<file path="config.mk">
export PLATFORM = sky130hd
export DESIGN_NAME = gpc_ctrl
export DESIGN_NICKNAME = d
export VERILOG_FILES = /design/src/hdl/gpc_pkg.sv /design/src/hdl/gpc_ctrl.sv
export SDC_FILE = /design/constraint.sdc
export NUM_CORES = 1
export LEC_CHECK = 0
export BUFFER_PORTS_ARGS = -buffer_cell sky130_fd_sc_hd__buf_2
export CORE_MARGIN = 1
export CORE_UTILIZATION = 29
export CTS_BUF_LIST = sky130_fd_sc_hd__clkbuf_8
export CTS_CLUSTER_SIZE = 28
export DETAILED_ROUTE_END_ITERATION = 12
export PLACE_DENSITY = 0.54
export SKIP_CTS_REPAIR_TIMING = 1
export SYNTH_ARGS = -nofsm -noshare
export SYNTH_HDL_FRONTEND = slang
export SYNTH_SLANG_ARGS = --single-unit
</file>
<file path="constraint.sdc">
create_clock -name clk_i -period 7.4 [get_ports clk_i]
set_clock_uncertainty 0.05 [all_clocks]
set_input_delay 1.85 -clock clk_i [delete_from_list [all_inputs] [get_ports clk_i]]
set_output_delay 1.85 -clock clk_i [all_outputs]
set_load 0.03 [all_outputs]
</file>
<file path="src/hdl/gpc_pkg.sv">
package gpc_pkg;

  // Grid geometry
  localparam int unsigned MAX_DIM = 512;
  localparam int unsigned DIM_W   = 10;
  localparam int unsigned POS_W   = $clog2(MAX_DIM);

  // Path counts
  localparam int unsigned CNT_W = 25;
  localparam logic [CNT_W-1:0] PATH_MOD = CNT_W'(20170805);

  // Cell type codes
  localparam int unsigned TYPE_W = 2;
  localparam logic [TYPE_W-1:0] TYPE_FREE    = 2'd0;
  localparam logic [TYPE_W-1:0] TYPE_BLOCKED = 2'd1;
  localparam logic [TYPE_W-1:0] TYPE_NOTURN  = 2'd2;

  // Configuration register indexes
  localparam int unsigned CFG_IDX_W = 1;
  localparam logic [CFG_IDX_W-1:0] REG_NUM_ROWS = 1'd0;
  localparam logic [CFG_IDX_W-1:0] REG_NUM_COLS = 1'd1;

  // Position of one cell in the grid
  typedef struct packed {
    logic [POS_W-1:0] col;
    logic             first_col;
    logic             first_row;
    logic             last_cell;
  } pos_t;

  // Modular add of two reduced counts
  function automatic logic [CNT_W-1:0] add_mod(input logic [CNT_W-1:0] a,
                                               input logic [CNT_W-1:0] b);
    logic [CNT_W:0] s;
    s = {1'b0, a} + {1'b0, b};
    if (s >= {1'b0, PATH_MOD}) begin
      s = s - {1'b0, PATH_MOD};
    end
    return s[CNT_W-1:0];
  endfunction

endpackage

</file>
<file path="src/hdl/gpc_ctrl.sv">
module gpc_ctrl (
  input  logic                            clk_i,
  input  logic                            rst_ni,
  input  logic                            cfg_we_i,
  input  logic [gpc_pkg::CFG_IDX_W-1:0]   cfg_idx_i,
  input  logic [gpc_pkg::DIM_W-1:0]       cfg_data_i,
  input  logic                            accept_i,
  output gpc_pkg::pos_t                   pos_o
);

  logic [gpc_pkg::DIM_W-1:0] num_rows_q, num_cols_q;
  logic [gpc_pkg::DIM_W-1:0] rows_eff, cols_eff;
  logic [gpc_pkg::POS_W-1:0] col_q, col_d, row_q, row_d;
  logic [gpc_pkg::DIM_W-1:0] col_next, row_next;
  logic                      last_col, last_row;

  // Clamp dimensions to 1..MAX_DIM
  always_comb begin
    rows_eff = num_rows_q;
    if (num_rows_q == '0) begin
      rows_eff = gpc_pkg::DIM_W'(1);
    end else if (num_rows_q > gpc_pkg::DIM_W'(gpc_pkg::MAX_DIM)) begin
      rows_eff = gpc_pkg::DIM_W'(gpc_pkg::MAX_DIM);
    end
    cols_eff = num_cols_q;
    if (num_cols_q == '0) begin
      cols_eff = gpc_pkg::DIM_W'(1);
    end else if (num_cols_q > gpc_pkg::DIM_W'(gpc_pkg::MAX_DIM)) begin
      cols_eff = gpc_pkg::DIM_W'(gpc_pkg::MAX_DIM);
    end
  end

  // Detect row and grid end, advance the position
  always_comb begin
    col_next = gpc_pkg::DIM_W'(col_q) + gpc_pkg::DIM_W'(1);
    row_next = gpc_pkg::DIM_W'(row_q) + gpc_pkg::DIM_W'(1);
    last_col = col_next >= cols_eff;
    last_row = row_next >= rows_eff;
    col_d    = col_q;
    row_d    = row_q;
    if (accept_i) begin
      if (last_col) begin
        col_d = '0;
        row_d = last_row ? '0 : row_next[gpc_pkg::POS_W-1:0];
      end else begin
        col_d = col_next[gpc_pkg::POS_W-1:0];
      end
    end
  end

  assign pos_o.col       = col_q;
  assign pos_o.first_col = (col_q == '0);
  assign pos_o.first_row = (row_q == '0);
  assign pos_o.last_cell = last_col && last_row;

  always_ff @(posedge clk_i or negedge rst_ni) begin
    if (!rst_ni) begin
      num_rows_q <= gpc_pkg::DIM_W'(1);
      num_cols_q <= gpc_pkg::DIM_W'(1);
      col_q      <= '0;
      row_q      <= '0;
    end else begin
      if (cfg_we_i && cfg_idx_i == gpc_pkg::REG_NUM_ROWS) begin
        num_rows_q <= cfg_data_i;
      end
      if (cfg_we_i && cfg_idx_i == gpc_pkg::REG_NUM_COLS) begin
        num_cols_q <= cfg_data_i;
      end
      col_q <= col_d;
      row_q <= row_d;
    end
  end

endmodule

</file>
## Yosys cells after proc, flatten, opt, wreduce, memory -nomap -nowiden

Cells that the tools add are included.

| word-level totals | value |
|---|---|
| register bits | 38 |
| input bits | 15 |
| output and inout bits | 12 |
| word-level logic and storage cells | 25 |

| operators by class | value |
|---|---|
| add/subtract/negate cells | 2 |
| magnitude comparators | 4 |
| multiplexer cells | 6 |
| bitwise gates (word level) | 1 |
| reductions and logical operators | 8 |

Operators with widths:

| operator | count |
|---|---|
| $mux W10 | 4 |
| $add A9 B1 Y10 const B | 2 |
| $ge A10 B10 Y1 | 2 |
| $gt A10 B10 Y1 const B | 2 |
| $logic_not A10 Y1 | 2 |
| $logic_not A9 Y1 | 2 |
| $mux W9 | 2 |
| $logic_and A1 B1 Y1 | 3 |
| $reduce_and A2 Y1 | 1 |
| $not A1 Y1 | 1 |

## Logic depth before layout (Yosys ltp)

| logic depth | value |
|---|---|
| word-level depth | 5 |
| gate-level depth with buffers | 12 |

## Least setup slack after synthesis

Ideal clock, no wire load.

| path | value |
|---|---|
| kind | reg2out |
| from | register row_q[2] in the netlist's numbering |
| to | output pos_o[0] in the netlist's numbering |
| arrival | 2.661 ns |
| required time | 5.500 ns |
| slack | 2.839 ns |
| cell stages (with the launch flop) | 10 |
| cell sequence | dfrtp_1 -> and3_1 -> and3_1 -> and3_1 -> and3_1 -> ha_1 -> nand4_1 -> nor3_1 -> nor2_1 -> nor2_1 |

RTL lines:

| item | line | source |
|---|---|---|
| start: declaration | gpc_ctrl.sv:13 | `logic [gpc_pkg::POS_W-1:0] col_q, col_d, row_q, row_d;` |
| start signal: assignment | gpc_ctrl.sv:70 | `row_q <= row_d;` |
| end: declaration | gpc_ctrl.sv:8 | `output gpc_pkg::pos_t pos_o` |

==> results.sh <==
export IMPL_netlist_instances=233
export IMPL_ys_seq_elements=38
export IMPL_antenna_found_initial=0
export IMPL_coreArea_um2=7888
export IMPL_place_area_um2=2654
export IMPL_cts_root_buf="clkbuf_8"
export IMPL_cp_end_kind="output port"
export IMPL_fillers=801
export IMPL_slew_viol_final=0
export IMPL_synth_distinct_cells=39
export IMPL_hold_viol_final=0
export IMPL_cts_tree="done"
export IMPL_startpoint_type="flop"
export IMPL_final_antenna_net_count=0
export IMPL_drtIter0Drc=66
export IMPL_cts_sinks=38
export IMPL_min_path_type="flop to flop"
export IMPL_crit_fanout=7
export IMPL_ioPinCount=27
export IMPL_critPathArrivalTime_ns=3.28
export IMPL_relSlewSlack=0.3831
export IMPL_syn2layout_area_growth_pct=13.86
export IMPL_powerDensity_nw_per_um2=262.8
export IMPL_drcViolationCount=0
export IMPL_fin_crit_sh=0.7004
export IMPL_utilization=0.3480
export IMPL_netlist_area_um2=2411
export IMPL_clock_path_buffers=2
export IMPL_syn_nets=272
export IMPL_antenna_cells=0
export IMPL_total_leakage_power_nw=1.298
export IMPL_yosys_area_top_type="dfrtp_1"
export IMPL_drive_above_1_share=0.2765
export IMPL_start_util=0.3057
export IMPL_dp_cells=358
export IMPL_path_clk_slew_ns=0.07
export IMPL_synth_area_leaders="dfrtp_1 37%, ha_1 12%, mux2_2 8.9%"
export IMPL_tightest_slew_ns=0.9235
export IMPL_clock_latency_ns=0.29
export IMPL_postSynth_asyncResetShare=1.000
export IMPL_numCtsBuffers=5
export IMPL_stdcell_count=366
export IMPL_dieArea_um2=8683
export IMPL_drt_first_pass_iters=4
export IMPL_ys_warn_count=0
export IMPL_max_cap_viol_count=0
export IMPL_synth_most_common_cell="dfrtp_1"
export IMPL_io_buffers=26
export IMPL_place_hpwl_um=3785
export IMPL_timing_fmax_mhz=192.9
export IMPL_slowest_delay_ns=0.58
export IMPL_stdcell_area_um2=2745
export IMPL_status="finished clean"
export IMPL_synth_common_cells="36 x dfrtp_1, 31 x nand2_1, 24 x ha_1, 19 x mux2_2, 9 x nor2_1"
export IMPL_die_w_um=93.18
export IMPL_place_gp_congestion=0.7681
export IMPL_h_tree_depth=2
export IMPL_final_nets=302
export IMPL_synth_flop_cell="dfrtp_1"
export IMPL_worst_path_max_delay_cell="nor3_1"
export IMPL_final_setup_viol_count=0
export IMPL_whs_ns=0.4939
export IMPL_ys_seq_area_frac=0.3954
export IMPL_syn_area_per_cell_um2=10.35
export IMPL_grt_max_degree=39
export IMPL_worst_path_buf_inv=1
export IMPL_grt_pass1_wl_um=8652
export IMPL_grt_pass1_vias=1755
export IMPL_grt_usage=0.1286
export IMPL_overflow=0
export IMPL_finalCriticalPeriod_ns=5.183
export IMPL_routed_wl_um=4997
export IMPL_cp_top_family="simple AND/OR/NAND/NOR gates"
export IMPL_vias=1768
export IMPL_fin_tns_setup_ns=0
export IMPL_rows=32
export IMPL_post_synth_top_area_fraction=0.3736
export IMPL_wire_per_inst_um=13.65
export IMPL_path_cells="and3_1, and3_1, and3_1, and3_1, ha_1, nand4_1, nor3_1, nor2_1, nor2_1, buf_2"
export IMPL_crit_top_cell="and3_1"
export IMPL_rsz0062_at_grt="false"
export IMPL_vias_per_cell=4.831
export IMPL_fp_dieH_um=93.18
export IMPL_synth_edf_count=0
export IMPL_critPathKind="flop to output port"
export IMPL_peakVddDrop_mv=0.07400
export IMPL_cp_required_ns=5.50
[power breakdown]
group / switching, mW / leakage [nW] / internal [mW]
clock: 0.0747 / 0.0524 / 0.0739
sequential: 0.0398 / 0.475 / 0.243
combinational: 0.168 / 0.770 / 0.122
total: 0.283 / 1.30 / 0.439
[stage by stage]
step | power, mW | setup WS [ns]
global placement | 0.5781 | 2.540
global route | 0.7811 | 2.042
CTS | 0.7348 | 2.200
floorplan | 0.5013 | 2.839
finish | 0.7215 | 2.217
detailed placement | 0.5809 | 2.552
[routing by layer]
layer,share of wire,GRT usage,vias up
li1,-,-,902
met1,0.54,0.1832,839
met2,0.42,0.1900,21
met3,0.027,0.02927,6
met4,0.014,0.04487,0
met5,0,0,-
[layout by cell type, fill, tap and decap left out, drive strengths merged, types with 3 or more instances in the layout]
cell     n
nand3    8
a31o     7
nand2b   5
ha      24
xnor2    7
nand2   31
nor2b    8
nor4     7
and3     7
o21ai   15
nor3     7
nor2     9
xor2     7
mux2    19
a21oi    5
inv      8
a211oi   4
dfrtp   36
clkbuf   6
buf     26
clkinv   3
[final timing paths]
check	start	to	slack, ns	depth (start not counted)
max	row_q[2]	pos_o[0]	2.22	10
min	num_cols_q[4]	num_cols_q[4]	0.49	1
max reg2reg	num_cols_q[5]	row_q[5]	4.22	10
min reg2reg	num_cols_q[4]	num_cols_q[4]	0.49	1
max in group asynchronous	rst_ni	row_q[6]	5.12	1
min in group asynchronous	rst_ni	col_q[2]	1.62	1
[kinds of logic after synthesis]
| kind of cell | synth area share |
|---|---|
| DFF | 0.3954 |
| xor gates and xnor gates | 0.05086 |
| and+or+nand+nor | 0.1977 |
| buffers and inverters | 0.02024 |
| muxes | 0.09289 |
| adders and majority gates | 0.1245 |
| AOI/OAI and AO/OA | 0.1183 |
[cell type report]
type | count | area [um2] | share of cell area
well taps | 102 | 127.6 | 0.04649
clock inverters | 2 | 8.758 | 0.003191
inverters | 9 | 33.78 | 0.01231
repair buffers | 26 | 130.1 | 0.04740
multi-input cells | 183 | 1409 | 0.5132
flip-flops and latches | 38 | 953.4 | 0.3473
clock buffers | 6 | 82.58 | 0.03008
[flip-flops by register name, summed over array words and instances (netlist names)]
register    count
num_cols_q     10
col_q           9
row_q           9
num_rows_q     10
Note: power is estimated with default switching activity, not from simulation.
